--- src/rtl/core/fsp_pkg.sv ---
`timescale 1ns / 1ps
// Shared types, constants and decode functions for the format specifier parser.
// Depends on nothing; every other file in rtl/core imports it.
package fsp_pkg;

    localparam int unsigned FLAG_W  = 7;
    localparam int unsigned NUM_W   = 32;
    localparam int unsigned LEN_W   = 4;
    localparam int unsigned CONV_W  = 5;
    localparam int unsigned ACC_W   = 35;

    // Largest number a width or precision may take before it reads as zero.
    localparam logic [ACC_W-1:0] NUMBER_LIMIT = 35'd2147483647;

    localparam logic [NUM_W-1:0] MINUS_ONE = '1;

    // Characters with a fixed role in the grammar.
    localparam logic [7:0] CH_PERCENT = 8'h25;
    localparam logic [7:0] CH_STAR    = 8'h2A;
    localparam logic [7:0] CH_DOT     = 8'h2E;
    localparam logic [7:0] CH_ZERO    = 8'h30;
    localparam logic [7:0] CH_NINE    = 8'h39;
    localparam logic [7:0] CH_LOW_H   = 8'h68;
    localparam logic [7:0] CH_LOW_L   = 8'h6C;

    // Length modifier codes.
    localparam logic [LEN_W-1:0] LEN_NONE = 4'd0;
    localparam logic [LEN_W-1:0] LEN_HH   = 4'd1;
    localparam logic [LEN_W-1:0] LEN_H    = 4'd2;
    localparam logic [LEN_W-1:0] LEN_L    = 4'd3;
    localparam logic [LEN_W-1:0] LEN_LL   = 4'd4;
    localparam logic [LEN_W-1:0] LEN_BIG_L = 4'd5;
    localparam logic [LEN_W-1:0] LEN_Q    = 4'd6;
    localparam logic [LEN_W-1:0] LEN_J    = 4'd7;
    localparam logic [LEN_W-1:0] LEN_Z    = 4'd8;
    localparam logic [LEN_W-1:0] LEN_T    = 4'd9;

    // Conversion codes; zero means the character matched no conversion.
    localparam logic [CONV_W-1:0] CONV_NONE    = 5'd0;
    localparam logic [CONV_W-1:0] CONV_PERCENT = 5'd19;

    // One parsed specifier as it travels from the parser to the output stage.
    typedef struct packed {
        logic [FLAG_W-1:0] flags;
        logic [NUM_W-1:0]  width;
        logic [NUM_W-1:0]  prec;
        logic [LEN_W-1:0]  len;
        logic [CONV_W-1:0] conv;
    } fsp_rec_t;

    function automatic logic [FLAG_W-1:0] flag_of(input logic [7:0] c);
        case (c)
            8'h23:   return 7'h40;  // hash
            8'h30:   return 7'h20;  // zero
            8'h2D:   return 7'h10;  // minus
            8'h20:   return 7'h08;  // space
            8'h2B:   return 7'h04;  // plus
            8'h27:   return 7'h02;  // apostrophe
            8'h7C:   return 7'h01;  // bar
            default: return 7'h00;
        endcase
    endfunction

    function automatic logic [LEN_W-1:0] length_of(input logic [7:0] c);
        case (c)
            8'h68:   return LEN_H;
            8'h6C:   return LEN_L;
            8'h4C:   return LEN_BIG_L;
            8'h71:   return LEN_Q;
            8'h6A:   return LEN_J;
            8'h7A:   return LEN_Z;
            8'h74:   return LEN_T;
            default: return LEN_NONE;
        endcase
    endfunction

    function automatic logic [CONV_W-1:0] conv_of(input logic [7:0] c);
        case (c)
            8'h64:   return 5'd1;   // d
            8'h69:   return 5'd2;   // i
            8'h6F:   return 5'd3;   // o
            8'h75:   return 5'd4;   // u
            8'h78:   return 5'd5;   // x
            8'h58:   return 5'd6;   // X
            8'h65:   return 5'd7;   // e
            8'h45:   return 5'd8;   // E
            8'h66:   return 5'd9;   // f
            8'h46:   return 5'd10;  // F
            8'h67:   return 5'd11;  // g
            8'h47:   return 5'd12;  // G
            8'h61:   return 5'd13;  // a
            8'h41:   return 5'd14;  // A
            8'h63:   return 5'd15;  // c
            8'h73:   return 5'd16;  // s
            8'h70:   return 5'd17;  // p
            8'h6E:   return 5'd18;  // n
            8'h25:   return CONV_PERCENT;
            default: return CONV_NONE;
        endcase
    endfunction

endpackage

--- src/rtl/core/format_specifier_parser_top.sv ---
`timescale 1ns / 1ps
// Format specifier parser, top level. Instantiates fsp_front, fsp_queue and
// fsp_back; types and constants come from fsp_pkg.
//
// Usage: the input channel (in_valid, in_ready, character, star_argument)
// carries one byte of format text per word, with the star argument that is
// taken when the byte is a star in the width or precision position. Literal
// text is swallowed; a percent sign opens a specifier. The output channel
// (out_valid, out_ready and the six record fields) delivers one word per
// finished specifier, when its conversion letter arrives or when a byte
// fails to be a conversion letter (conversion code zero; that byte is then
// treated again as literal text).
//
// Throughput: one input word per cycle, sustained while the queue has a free
// slot. The parser resolves each byte in combinational logic, including the
// multiply-by-ten of the digit accumulator. The record caused by a byte enters
// the queue at the edge that accepts that byte and loads the output register
// once that register is empty or its word is being taken.
//
// Stalls: the two-entry queue and the output register absorb a stalled
// receiver; in_ready drops only once the queue is full. Bytes that produce
// no record still need a free queue slot to be accepted.
//
// Reset: rst_n clears the parse state to literal-text scanning and empties
// the queue and output register.
module format_specifier_parser_top
    import fsp_pkg::*;
(
    input  logic              clk,
    input  logic              rst_n,
    input  logic              in_valid,
    output logic              in_ready,
    input  logic [7:0]        character,
    input  logic [NUM_W-1:0]  star_argument,
    output logic              out_valid,
    input  logic              out_ready,
    output logic [FLAG_W-1:0] flag_bits,
    output logic [NUM_W-1:0]  field_width,
    output logic [NUM_W-1:0]  precision,
    output logic [LEN_W-1:0]  length_code,
    output logic [CONV_W-1:0] conversion_code,
    output logic              percent_escape
);

    logic     push_valid;
    logic     push_ready;
    fsp_rec_t push_rec;
    logic     pop_valid;
    logic     pop_ready;
    fsp_rec_t pop_rec;

    // The front end advances the parse state and emits finished records.
    fsp_front u_front
    (
        .clk           (clk),
        .rst_n         (rst_n),
        .in_valid      (in_valid),
        .in_ready      (in_ready),
        .character     (character),
        .star_argument (star_argument),
        .push_valid    (push_valid),
        .push_ready    (push_ready),
        .push_rec      (push_rec)
    );

    // The queue lets the parser keep going while the receiver stalls.
    fsp_queue u_queue
    (
        .clk        (clk),
        .rst_n      (rst_n),
        .push_valid (push_valid),
        .push_ready (push_ready),
        .push_rec   (push_rec),
        .pop_valid  (pop_valid),
        .pop_ready  (pop_ready),
        .pop_rec    (pop_rec)
    );

    // The back end owns the output register and the handshake to the receiver.
    fsp_back u_back
    (
        .clk             (clk),
        .rst_n           (rst_n),
        .pop_valid       (pop_valid),
        .pop_ready       (pop_ready),
        .pop_rec         (pop_rec),
        .out_valid       (out_valid),
        .out_ready       (out_ready),
        .flag_bits       (flag_bits),
        .field_width     (field_width),
        .precision       (precision),
        .length_code     (length_code),
        .conversion_code (conversion_code),
        .percent_escape  (percent_escape)
    );

endmodule

--- src/rtl/core/fsp_front.sv ---
`timescale 1ns / 1ps
// Parser front end: holds the parse state, classifies each character and
// pushes a finished specifier record into the queue. Depends on fsp_pkg.
module fsp_front
    import fsp_pkg::*;
(
    input  logic              clk,
    input  logic              rst_n,
    input  logic              in_valid,
    output logic              in_ready,
    input  logic [7:0]        character,
    input  logic [NUM_W-1:0]  star_argument,
    output logic              push_valid,
    input  logic              push_ready,
    output fsp_rec_t          push_rec
);

    localparam logic [2:0] PH_IDLE  = 3'd0;
    localparam logic [2:0] PH_FLAGS = 3'd1;
    localparam logic [2:0] PH_WDIG  = 3'd2;
    localparam logic [2:0] PH_PREC  = 3'd3;
    localparam logic [2:0] PH_PDOT  = 3'd4;
    localparam logic [2:0] PH_PDIG  = 3'd5;
    localparam logic [2:0] PH_LEN   = 3'd6;
    localparam logic [2:0] PH_TYPE  = 3'd7;

    logic [2:0]        phase_reg, phase_next;
    logic [FLAG_W-1:0] flag_reg, flag_next;
    logic [NUM_W-1:0]  width_reg, width_next;
    logic [NUM_W-1:0]  prec_reg, prec_next;
    logic [ACC_W-1:0]  acc_reg, acc_next;
    logic [LEN_W-1:0]  len_reg, len_next;

    logic              emit;
    logic              accept;
    logic              done;
    logic              is_digit;
    logic [3:0]        digit_val;
    logic [FLAG_W-1:0] fbit;
    logic [LEN_W-1:0]  lcode;
    logic [CONV_W-1:0] conv;
    logic [NUM_W-1:0]  number;
    logic              below_limit;
    logic [7:0]        twin;

    assign is_digit    = character inside {[CH_ZERO:CH_NINE]};
    assign digit_val   = character[3:0];
    assign fbit        = flag_of(character);
    assign lcode       = length_of(character);
    assign conv        = conv_of(character);
    assign below_limit = acc_reg < NUMBER_LIMIT;
    assign number      = (acc_reg > NUMBER_LIMIT) ? '0 : acc_reg[NUM_W-1:0];
    assign twin        = (len_reg == LEN_H) ? CH_LOW_H : CH_LOW_L;

    // One character may pass through several phases before it is consumed.
    // Phases only move forward within a character, so the checks below are
    // laid out in that order and each one picks up where the last left off.
    always_comb
    begin
        phase_next = phase_reg;
        flag_next  = flag_reg;
        width_next = width_reg;
        prec_next  = prec_reg;
        acc_next   = acc_reg;
        len_next   = len_reg;
        done       = 1'b0;
        emit       = 1'b0;
        push_rec   = '0;

        if (phase_next == PH_FLAGS)
        begin
            if (fbit != '0 && (flag_next & fbit) == '0)
            begin
                flag_next = flag_next | fbit;
                done      = 1'b1;
            end
            else if (character == CH_STAR)
            begin
                width_next = star_argument;
                phase_next = PH_PREC;
                done       = 1'b1;
            end
            else if (is_digit)
            begin
                acc_next   = {{(ACC_W-4){1'b0}}, digit_val};
                phase_next = PH_WDIG;
                done       = 1'b1;
            end
            else
            begin
                width_next = MINUS_ONE;
                phase_next = PH_PREC;
            end
        end

        if (!done && (phase_next == PH_WDIG || phase_next == PH_PDIG))
        begin
            if (is_digit && below_limit)
            begin
                acc_next = (acc_reg << 3) + (acc_reg << 1)
                         + {{(ACC_W-4){1'b0}}, digit_val};
                done     = 1'b1;
            end
            else if (phase_next == PH_WDIG)
            begin
                width_next = number;
                phase_next = PH_PREC;
            end
            else
            begin
                prec_next  = number;
                phase_next = PH_LEN;
            end
        end

        if (!done && phase_next == PH_PREC)
        begin
            if (character == CH_DOT)
            begin
                phase_next = PH_PDOT;
                done       = 1'b1;
            end
            else
            begin
                prec_next  = MINUS_ONE;
                phase_next = PH_LEN;
            end
        end

        if (!done && phase_next == PH_PDOT)
        begin
            if (character == CH_STAR)
            begin
                prec_next  = star_argument;
                phase_next = PH_LEN;
                done       = 1'b1;
            end
            else if (is_digit)
            begin
                acc_next   = {{(ACC_W-4){1'b0}}, digit_val};
                phase_next = PH_PDIG;
                done       = 1'b1;
            end
            else
            begin
                prec_next  = MINUS_ONE;
                phase_next = PH_LEN;
            end
        end

        if (!done && phase_next == PH_LEN)
        begin
            if (len_next == LEN_H || len_next == LEN_L)
            begin
                // A single h or l waits one character to see if it doubles.
                phase_next = PH_TYPE;
                if (character == twin)
                begin
                    len_next = (len_reg == LEN_H) ? LEN_HH : LEN_LL;
                    done     = 1'b1;
                end
            end
            else if (len_next == LEN_NONE)
            begin
                if (lcode == LEN_NONE)
                begin
                    phase_next = PH_TYPE;
                end
                else
                begin
                    len_next   = lcode;
                    phase_next = (lcode == LEN_H || lcode == LEN_L) ? PH_LEN : PH_TYPE;
                    done       = 1'b1;
                end
            end
            else
            begin
                phase_next = PH_TYPE;
            end
        end

        if (!done && phase_next == PH_TYPE)
        begin
            emit           = 1'b1;
            push_rec.flags = flag_next;
            push_rec.width = width_next;
            push_rec.prec  = prec_next;
            push_rec.len   = len_next;
            push_rec.conv  = conv;
            phase_next     = PH_IDLE;
            // A character that is no conversion is read again as literal text.
            if (conv != CONV_NONE)
            begin
                done = 1'b1;
            end
        end

        if (!done && phase_next == PH_IDLE)
        begin
            if (character == CH_PERCENT)
            begin
                flag_next  = '0;
                width_next = MINUS_ONE;
                prec_next  = MINUS_ONE;
                acc_next   = '0;
                len_next   = LEN_NONE;
                phase_next = PH_FLAGS;
            end
        end
    end

    assign in_ready   = push_ready;
    assign accept     = in_valid && in_ready;
    assign push_valid = accept && emit;

    always_ff @(posedge clk or negedge rst_n)
    begin
        if (!rst_n)
        begin
            phase_reg <= PH_IDLE;
            flag_reg  <= '0;
            width_reg <= MINUS_ONE;
            prec_reg  <= MINUS_ONE;
            acc_reg   <= '0;
            len_reg   <= LEN_NONE;
        end
        else if (accept)
        begin
            phase_reg <= phase_next;
            flag_reg  <= flag_next;
            width_reg <= width_next;
            prec_reg  <= prec_next;
            acc_reg   <= acc_next;
            len_reg   <= len_next;
        end
    end

endmodule

--- src/rtl/core/fsp_queue.sv ---
`timescale 1ns / 1ps
// Two-entry record queue between the parser and the output stage.
// Depends on fsp_pkg for the record type.
module fsp_queue
    import fsp_pkg::*;
(
    input  logic     clk,
    input  logic     rst_n,
    input  logic     push_valid,
    output logic     push_ready,
    input  fsp_rec_t push_rec,
    output logic     pop_valid,
    input  logic     pop_ready,
    output fsp_rec_t pop_rec
);

    fsp_rec_t   entry_reg [2];
    logic       wr_ptr_reg, wr_ptr_next;
    logic       rd_ptr_reg, rd_ptr_next;
    logic [1:0] count_reg, count_next;
    logic       push;
    logic       pop;

    assign push_ready = count_reg != 2'd2;
    assign pop_valid  = count_reg != 2'd0;
    assign pop_rec    = entry_reg[rd_ptr_reg];
    assign push       = push_valid && push_ready;
    assign pop        = pop_valid && pop_ready;

    always_comb
    begin
        wr_ptr_next = push ? ~wr_ptr_reg : wr_ptr_reg;
        rd_ptr_next = pop ? ~rd_ptr_reg : rd_ptr_reg;
        count_next  = count_reg + {1'b0, push} - {1'b0, pop};
    end

    always_ff @(posedge clk or negedge rst_n)
    begin
        if (!rst_n)
        begin
            wr_ptr_reg <= 1'b0;
            rd_ptr_reg <= 1'b0;
            count_reg  <= 2'd0;
        end
        else
        begin
            wr_ptr_reg <= wr_ptr_next;
            rd_ptr_reg <= rd_ptr_next;
            count_reg  <= count_next;
        end
    end

    always_ff @(posedge clk)
    begin
        if (push)
        begin
            entry_reg[wr_ptr_reg] <= push_rec;
        end
    end

endmodule

--- src/rtl/core/fsp_back.sv ---
`timescale 1ns / 1ps
// Output stage: takes records from the queue, works out the bare percent
// marker and holds the result word until the receiver takes it. Uses fsp_pkg.
module fsp_back
    import fsp_pkg::*;
(
    input  logic              clk,
    input  logic              rst_n,
    input  logic              pop_valid,
    output logic              pop_ready,
    input  fsp_rec_t          pop_rec,
    output logic              out_valid,
    input  logic              out_ready,
    output logic [FLAG_W-1:0] flag_bits,
    output logic [NUM_W-1:0]  field_width,
    output logic [NUM_W-1:0]  precision,
    output logic [LEN_W-1:0]  length_code,
    output logic [CONV_W-1:0] conversion_code,
    output logic              percent_escape
);

    logic     valid_reg, valid_next;
    fsp_rec_t rec_reg;
    logic     bare_reg, bare_next;
    logic     load;

    assign pop_ready = !valid_reg || out_ready;
    assign load      = pop_valid && pop_ready;

    always_comb
    begin
        bare_next = pop_rec.flags == '0 && pop_rec.width == MINUS_ONE
                 && pop_rec.prec == MINUS_ONE && pop_rec.len == LEN_NONE
                 && pop_rec.conv == CONV_PERCENT;
        if (load)
        begin
            valid_next = 1'b1;
        end
        else if (out_ready)
        begin
            valid_next = 1'b0;
        end
        else
        begin
            valid_next = valid_reg;
        end
    end

    always_ff @(posedge clk or negedge rst_n)
    begin
        if (!rst_n)
        begin
            valid_reg <= 1'b0;
        end
        else
        begin
            valid_reg <= valid_next;
        end
    end

    always_ff @(posedge clk)
    begin
        if (load)
        begin
            rec_reg  <= pop_rec;
            bare_reg <= bare_next;
        end
    end

    assign out_valid       = valid_reg;
    assign flag_bits       = rec_reg.flags;
    assign field_width     = rec_reg.width;
    assign precision       = rec_reg.prec;
    assign length_code     = rec_reg.len;
    assign conversion_code = rec_reg.conv;
    assign percent_escape  = bare_reg;

endmodule
--- config.mk ---
export PLATFORM = sky130hd
export DESIGN_NAME = format_specifier_parser_top
export DESIGN_NICKNAME = d
export VERILOG_FILES = /design/src/rtl/core/fsp_pkg.sv /design/src/rtl/core/format_specifier_parser_top.sv /design/src/rtl/core/fsp_front.sv /design/src/rtl/core/fsp_queue.sv /design/src/rtl/core/fsp_back.sv
export SDC_FILE = /design/constraint.sdc
export NUM_CORES = 1
export LEC_CHECK = 0
export BUFFER_PORTS_ARGS = -buffer_cell sky130_fd_sc_hd__buf_2
export CAP_MARGIN = 20
export CELL_PAD_IN_SITES_DETAIL_PLACEMENT = 1
export CELL_PAD_IN_SITES_GLOBAL_PLACEMENT = 2
export CORE_ASPECT_RATIO = 1.2
export CORE_MARGIN = 5
export CORE_UTILIZATION = 42
export CTS_BUF_LIST = sky130_fd_sc_hd__clkbuf_16
export DETAILED_ROUTE_END_ITERATION = 7
export GPL_TIMING_DRIVEN = 1
export PLACE_DENSITY = 0.85
export SLEW_MARGIN = 20
export SYNTH_ARGS = -nofsm -noshare
export SYNTH_HDL_FRONTEND = slang
export SYNTH_HIERARCHICAL = 1
export SYNTH_SLANG_ARGS = --single-unit
--- constraint.sdc ---
create_clock -name clk -period 7.3 [get_ports clk]
set_input_delay 1.095 -clock clk [delete_from_list [all_inputs] [get_ports clk]]
set_output_delay 1.095 -clock clk [all_outputs]
set_load 0.005 [all_outputs]
[Word-level counts from Yosys, hierarchy flattened]
Memory sizes are Yosys's and may differ from the RTL's.
Cells that the tools add are included.
Cells by class
  mux-type cells: 91
  eq/ne operators: 51
  $add $sub $neg: 4
  bitwise operators: 4
  $lt $le $gt $ge: 4
  reductions and logical operators: 38
Operators by type and width (count)
  $mux 32: 20
  $mux 35: 11
  $eq 8x7->1 const B: 26
  $pmux 5 s19: 1
  $mux 80: 1
  $eq 8x6->1 const B: 9
  $eq 32x32->1 const B: 2
  $mux 3: 18
  $pmux 7 s7: 1
  $add 35x35->35: 1
  $add 35x4->35: 1
  $gt 35x31->1 const B: 1
  $lt 35x31->1 const B: 1
  $mux 4: 7
  $mux 7: 4
  $pmux 4 s7: 1
  $mux 1: 25
  $logic_and 1x1->1: 17
  $eq 4x2->1 const B: 4
  $logic_not 7->1: 2
  $eq 3x3->1 const B: 4
  $logic_not 4->1: 3
  $eq 8x8->1: 1
  $ge 8x6->1 const B: 1
  other kinds (17): 30
Word-level totals
  bits of input ports: 44
  memories: 1
  output and inout port bits: 83
  RAM bits: 160
  flip-flop bits (word level): 199
Memories
  u_queue.entry_reg: words 2, width 80, read ports 1, clocked after memory_dff 0, wr ports 1, RTL line fsp_queue.sv:17  | fsp_rec_t entry_reg [2];

[Depth between registers and ports, before layout]
  word-level depth: 28
  depth in mapped cells: 19
  depth with buffers taken out: 16

[Cells and area by module]
Netlist, hierarchy kept.
By module, submodules not included
  fsp_front: cells each 1177, instances 1, area an instance 9237.6 µm²
  fsp_queue: cells each 266, instances 1, area an instance 6372.4 µm²
  fsp_back: cells each 112, instances 1, area an instance 2677.6 µm²

[Least setup slack after synthesis]
No wires, ideal clock.
  path type: input-to-reg
  start point: input character[4]
  end point: memory u_queue/entry_reg[0][0] in the netlist's numbering (enable)
  required time: 6.781 ns
  slack: -0.002 ns
  arrival: 6.783 ns
  stages on the path: 13
  library setup time: 0.519 ns
  cells stage by stage: buf_4 or4b_4 a211o_1 a311oi_2 o21ai_2 a21o_1 o21ai_1 nand3_1 buf_4 buf_6 nor2_1 nand2_1 nor2_1
On the way
  longest elaborated chain between the ends: 28
  elaborated cells between the ends (all ways): 86
Ends and longest elaborated chain
  from (decl): RTL line format_specifier_parser_top.sv:33  | input logic [7:0] character,
  branches (longest 22 deep; another with $eq 8x7->1)
  $logic_and 1x1->1 *: RTL line fsp_front.sv:182  | if (!done && phase_next == PH_TYPE)
  $mux 1 *: RTL line fsp_front.sv:182
  $logic_and 1x1->1 *: RTL line fsp_front.sv:214  | assign push_valid = accept && emit;
  net push_valid: RTL line format_specifier_parser_top.sv:45  | logic push_valid;
  $logic_and 1x1->1 *: RTL line fsp_queue.sv:27  | assign push = push_valid && push_ready;
  $mux 1 *: RTL line fsp_queue.sv:55  | if (push)
  $mux 1 (implied by the code) *: RTL line fsp_queue.sv:57  | entry_reg[wr_ptr_reg] <= push_rec;
  to (decl): RTL line fsp_queue.sv:17
Mark *: on every way through the listed nets, which the timed path passes.

[Worst setup path in the final report]
  start point: register u_front.acc_reg[1]
  end point: memory u_queue/entry_reg[0][57] in the netlist's numbering (enable)
On the way
  longest elaborated chain between the ends: 21
  elaborated cells between the ends (all ways): 36
Ends and longest elaborated chain
  from (decl): RTL line fsp_front.sv:31  | logic [ACC_W-1:0] acc_reg, acc_next;
  from (signal assigned): RTL line fsp_front.sv:233  | acc_reg <= acc_next;
  $lt 35x31->1 *: RTL line fsp_front.sv:51  | assign below_limit = acc_reg < NUMBER_LIMIT;
  $logic_and 1x1->1 *: RTL line fsp_front.sv:98  | if (is_digit && below_limit)
  branches (longest 13 deep; another with $mux 3)
  $logic_and 1x1->1 *: RTL line fsp_front.sv:182
  $mux 1 *: RTL line fsp_front.sv:182
  $logic_and 1x1->1 *: RTL line fsp_front.sv:214
  net push_valid: RTL line format_specifier_parser_top.sv:45
  $logic_and 1x1->1 *: RTL line fsp_queue.sv:27
  $mux 1 *: RTL line fsp_queue.sv:55
  $mux 1 (implied by the code) *: RTL line fsp_queue.sv:57
Marked as above.

==> results.cfg <==
[clocking]
cts-root-buf = clkbuf_16
cts_tree = built
cts_sinks = 359
clk_latency_ns = 0.54
clk_path_buf_depth = 3
ctsResizeCount = 0
cts_hold_buffers = 0
cts-htree-levels = 2
cts_buffers = 38
clk_pin_slew_worst_paths_ns = 0.06
post_cts_buffers = 0

[power_and_ir_drop]
vdd_ir_drop_max_mv = 0.348
p_leak_nw = 8.03
power_density_nw_per_um2 = 419
power_frac_comb_pct = 36.3
total_power_mw = 8.63
switching_share_pct = 35.4
p_int_mw = 5.57
clockPowerShare_pct = 22.8
pwr-share-seq_pct = 41.0
switchingPower_mw = 3.06

[worst_setup_path]
cp.required_ns = 7.45
crit_path_end_kind = register
cp-start-kind = register
slowest_stage = buf_4
arrival_ns = 5.03
path_delay_family = simple AND/OR/NAND/NOR gates
worst-setup-path-type = reg -> reg
max_stage_delay_ns = 0.79
path_buf_inv = 2
crit_chain = nand4_1 > nor4_1 > a21oi_1 > nor3_1 > o21ai_4 > buf_4 > o21ai_0 > a21oi_1 > o21ai_1 > nand3_4 > nor2_1 > nand2_1 > nor2_4 > buf_4
crit_fanout = 80

[timing]
hold_violations = 0
skew_ns = 0.0122
holdWs_ns = 0.506
max-slew-margin-rel_pct = 25.7
worstMarginPinSlew_ns = 1.11
fin_crit_ns = 4.87
slew_violations = 0
post-route-period-util_pct = 66.8
fin_tns_setup_ns = 0
rsz0062_at_grt = no
fmax_mhz = 205
setup_viol = 0

[floorplanning]
start_util_pct = 42.6
boundaryPins = 127
fp.dieH_um = 239
die_x_um = 200
dieArea_um2 = 47800
core_area_um2 = 42900
rows = 83

[place]
portBuffers = 126
gp_congestion = 0.866
post-dp-hpwl_mm = 34.1

[grt]
grt.total_usage_pct = 20.5
grt_max_degree = 84
grt_pass1_wl_mm = 78.7
grt_antenna_before_repair = 0
grt_pass1_vias = 13600
overflow = 0

[synth]
synth.avg_cell_area_um2 = 11.8
yosysWarnings = 6
synthFlopType = edfxtp_1
synth_top_area_share_pct = 39.6
yosys.area_share.simple_pct = 13.0
syn_nets = 1667
synthMuxAreaShare_pct = 6.82
netlist_instances = 1555
synth_compound_area_share_pct = 14.3
synthTopCellsByArea = edfxtp_1 (40%), dfstp_2 (9.2%), dfrtp_1 (7.4%), mux2_4 (6.5%), ha_1 (4.5%)
synth_top_family_by_area = compound AO/OA/AOI/OAI gates
synthDistinctLibCells = 82
synthXorXnorAreaFrac_pct = 1.77
async_reset_ff_share_pct = 32.9
synthAdderAreaFrac_pct = 4.73
syn_area_um2 = 18300
yosysSeqAreaShare_pct = 56.2
synth_edf_count = 241
yosysTopAreaCell = edfxtp_1
ys_seq_elements = 359

[routing]
vias = 12900
drc = 0
wl_per_cell_um = 22.6
final_antenna_net_count = 0
drt_iter0_drc = 742
viasPerCell = 5.80
drt-total-wl_mm = 50.4
first_pass_iters = 5

[layout]
nNetsFinal = 1760
layout-drive-gt1-share_pct = 22.3
final_common_cell = edfxtp_1
diodes = 0
register_area_um2 = 10300
fill_cells = 4522
largest_reg_flops = 160
multi_input_area_um2 = 7490
mostFrequentLayoutCells = edfxtp_1 (241), nor2_1 (149), a21oi_1 (147), nand2_1 (138), buf_2 (125)
syn_to_final_growth_pct = 12.5

[worst_hold_path]
hp-class = reg -> reg

[status]
status = completed

[job]
cap_violations = 0
==> cell usage after synthesis (7+ instances only) <==
cell type	n
a21o_1	21
a21oi_1	148
a31oi_1	7
and3_1	9
buf_12	8
buf_2	18
clkbuf_1	56
dfrtp_1	54
dfstp_2	64
edfxtp_1	241
ha_1	66
inv_1	14
mux2_4	79
nand2_1	139
nand2b_1	15
nand3_1	12
nand4_1	27
nor2_1	152
nor2b_1	41
nor3_1	50
nor4_1	8
o21a_1	7
o21ai_0	96
o22a_1	31
o32a_1	31
xnor2_1	18
xor2_1	19
==> path summary, 6_finish.rpt <==
check / start / endpoint / slack (ns) / cells after the start
max: u_front/acc_reg[1]$_DFFE_PN0P_ / u_queue/entry_reg[0][57]$_DFFE_PP_ / 2.43 / 14
max in group asynchronous: rst_n / u_front/acc_reg[0]$_DFFE_PN0P_ / 5.31 / 2
min: u_front/width_reg[3]$_DFFE_PN1P_ / u_front/width_reg[3]$_DFFE_PN1P_ / 0.51 / 2
min reg2reg: u_front/width_reg[3]$_DFFE_PN1P_ / u_front/width_reg[3]$_DFFE_PN1P_ / 0.51 / 2
min in group asynchronous: rst_n / u_front/flag_reg[1]$_DFFE_PN0P_ / 0.67 / 1
max reg2reg: u_front/acc_reg[1]$_DFFE_PN0P_ / u_queue/entry_reg[0][57]$_DFFE_PP_ / 2.43 / 14
==> metrics by stage <==
step | cell area [µm²] | worst slack, ns | std cells | utilization, %
final | 20600 | 2.43 | 2227 | 48.0
after global routing | 20600 | 2.18 | 2227 | 48.0
after CTS | 20500 | 2.33 | 2226 | 47.9
after detailed placement | 19300 | 1.97 | 2159 | 45.0
after global placement | 19300 | 2.17 | 2159 | 45.0
after floorplan | 18300 | 1.34 | 1555 | -
==> power groups by stage <==
stage / logic [mW] / clock network (mW) / registers (mW)
after CTS: 3.13 / 2.02 / 3.54
final: 3.13 / 1.97 / 3.53
after global placement: 2.96 / 0 / 3.52
after global routing: 3.41 / 2.09 / 3.59
after detailed placement: 3.10 / 0 / 3.57
after floorplan: 2.22 / 0 / 3.49
==> layer usage <==
metal	routed length, µm	share of wire, %	up-vias	track usage, %
met5	0	0	-	0
met1	22100	44	6594	27.0
li1	-	-	5977	-
met3	1960	3.9	56	2.74
met4	1120	2.2	0	5.47
met2	25200	50	280	36.0
==> cells by family after synthesis <==
kind of cell               Yosys count
and+or+nand+nor                    493
muxes                               85
DFF                                359
adders and majority gates           68
xor gates and xnor gates            37
buffers and inverters              107
AOI/OAI and AO/OA                  406
==> layout make-up <==
class / count / share of cell area, %
Sequential cell: 359 / 49.9
Multi-Input combinational cell: 1089 / 36.4
Clock buffer: 39 / 4.74
Timing Repair Buffer: 145 / 3.87
Tap cell: 552 / 3.36
Clock inverter: 28 / 1.38
Inverter: 15 / 0.274
==> worst reg2reg max path, cell delays in order (launching register included) <==
cell and delay (ns):
dfrtp_1 0.55, nand4_1 0.20, nor4_1 0.69, a21oi_1 0.34
nor3_1 0.38, o21ai_4 0.08, buf_4 0.34, o21ai_0 0.17
a21oi_1 0.11, o21ai_1 0.18, nand3_4 0.10, nor2_1 0.16
nand2_1 0.18, nor2_4 0.12, buf_4 0.79
No activity file was read; power rests on OpenSTA's default activity.
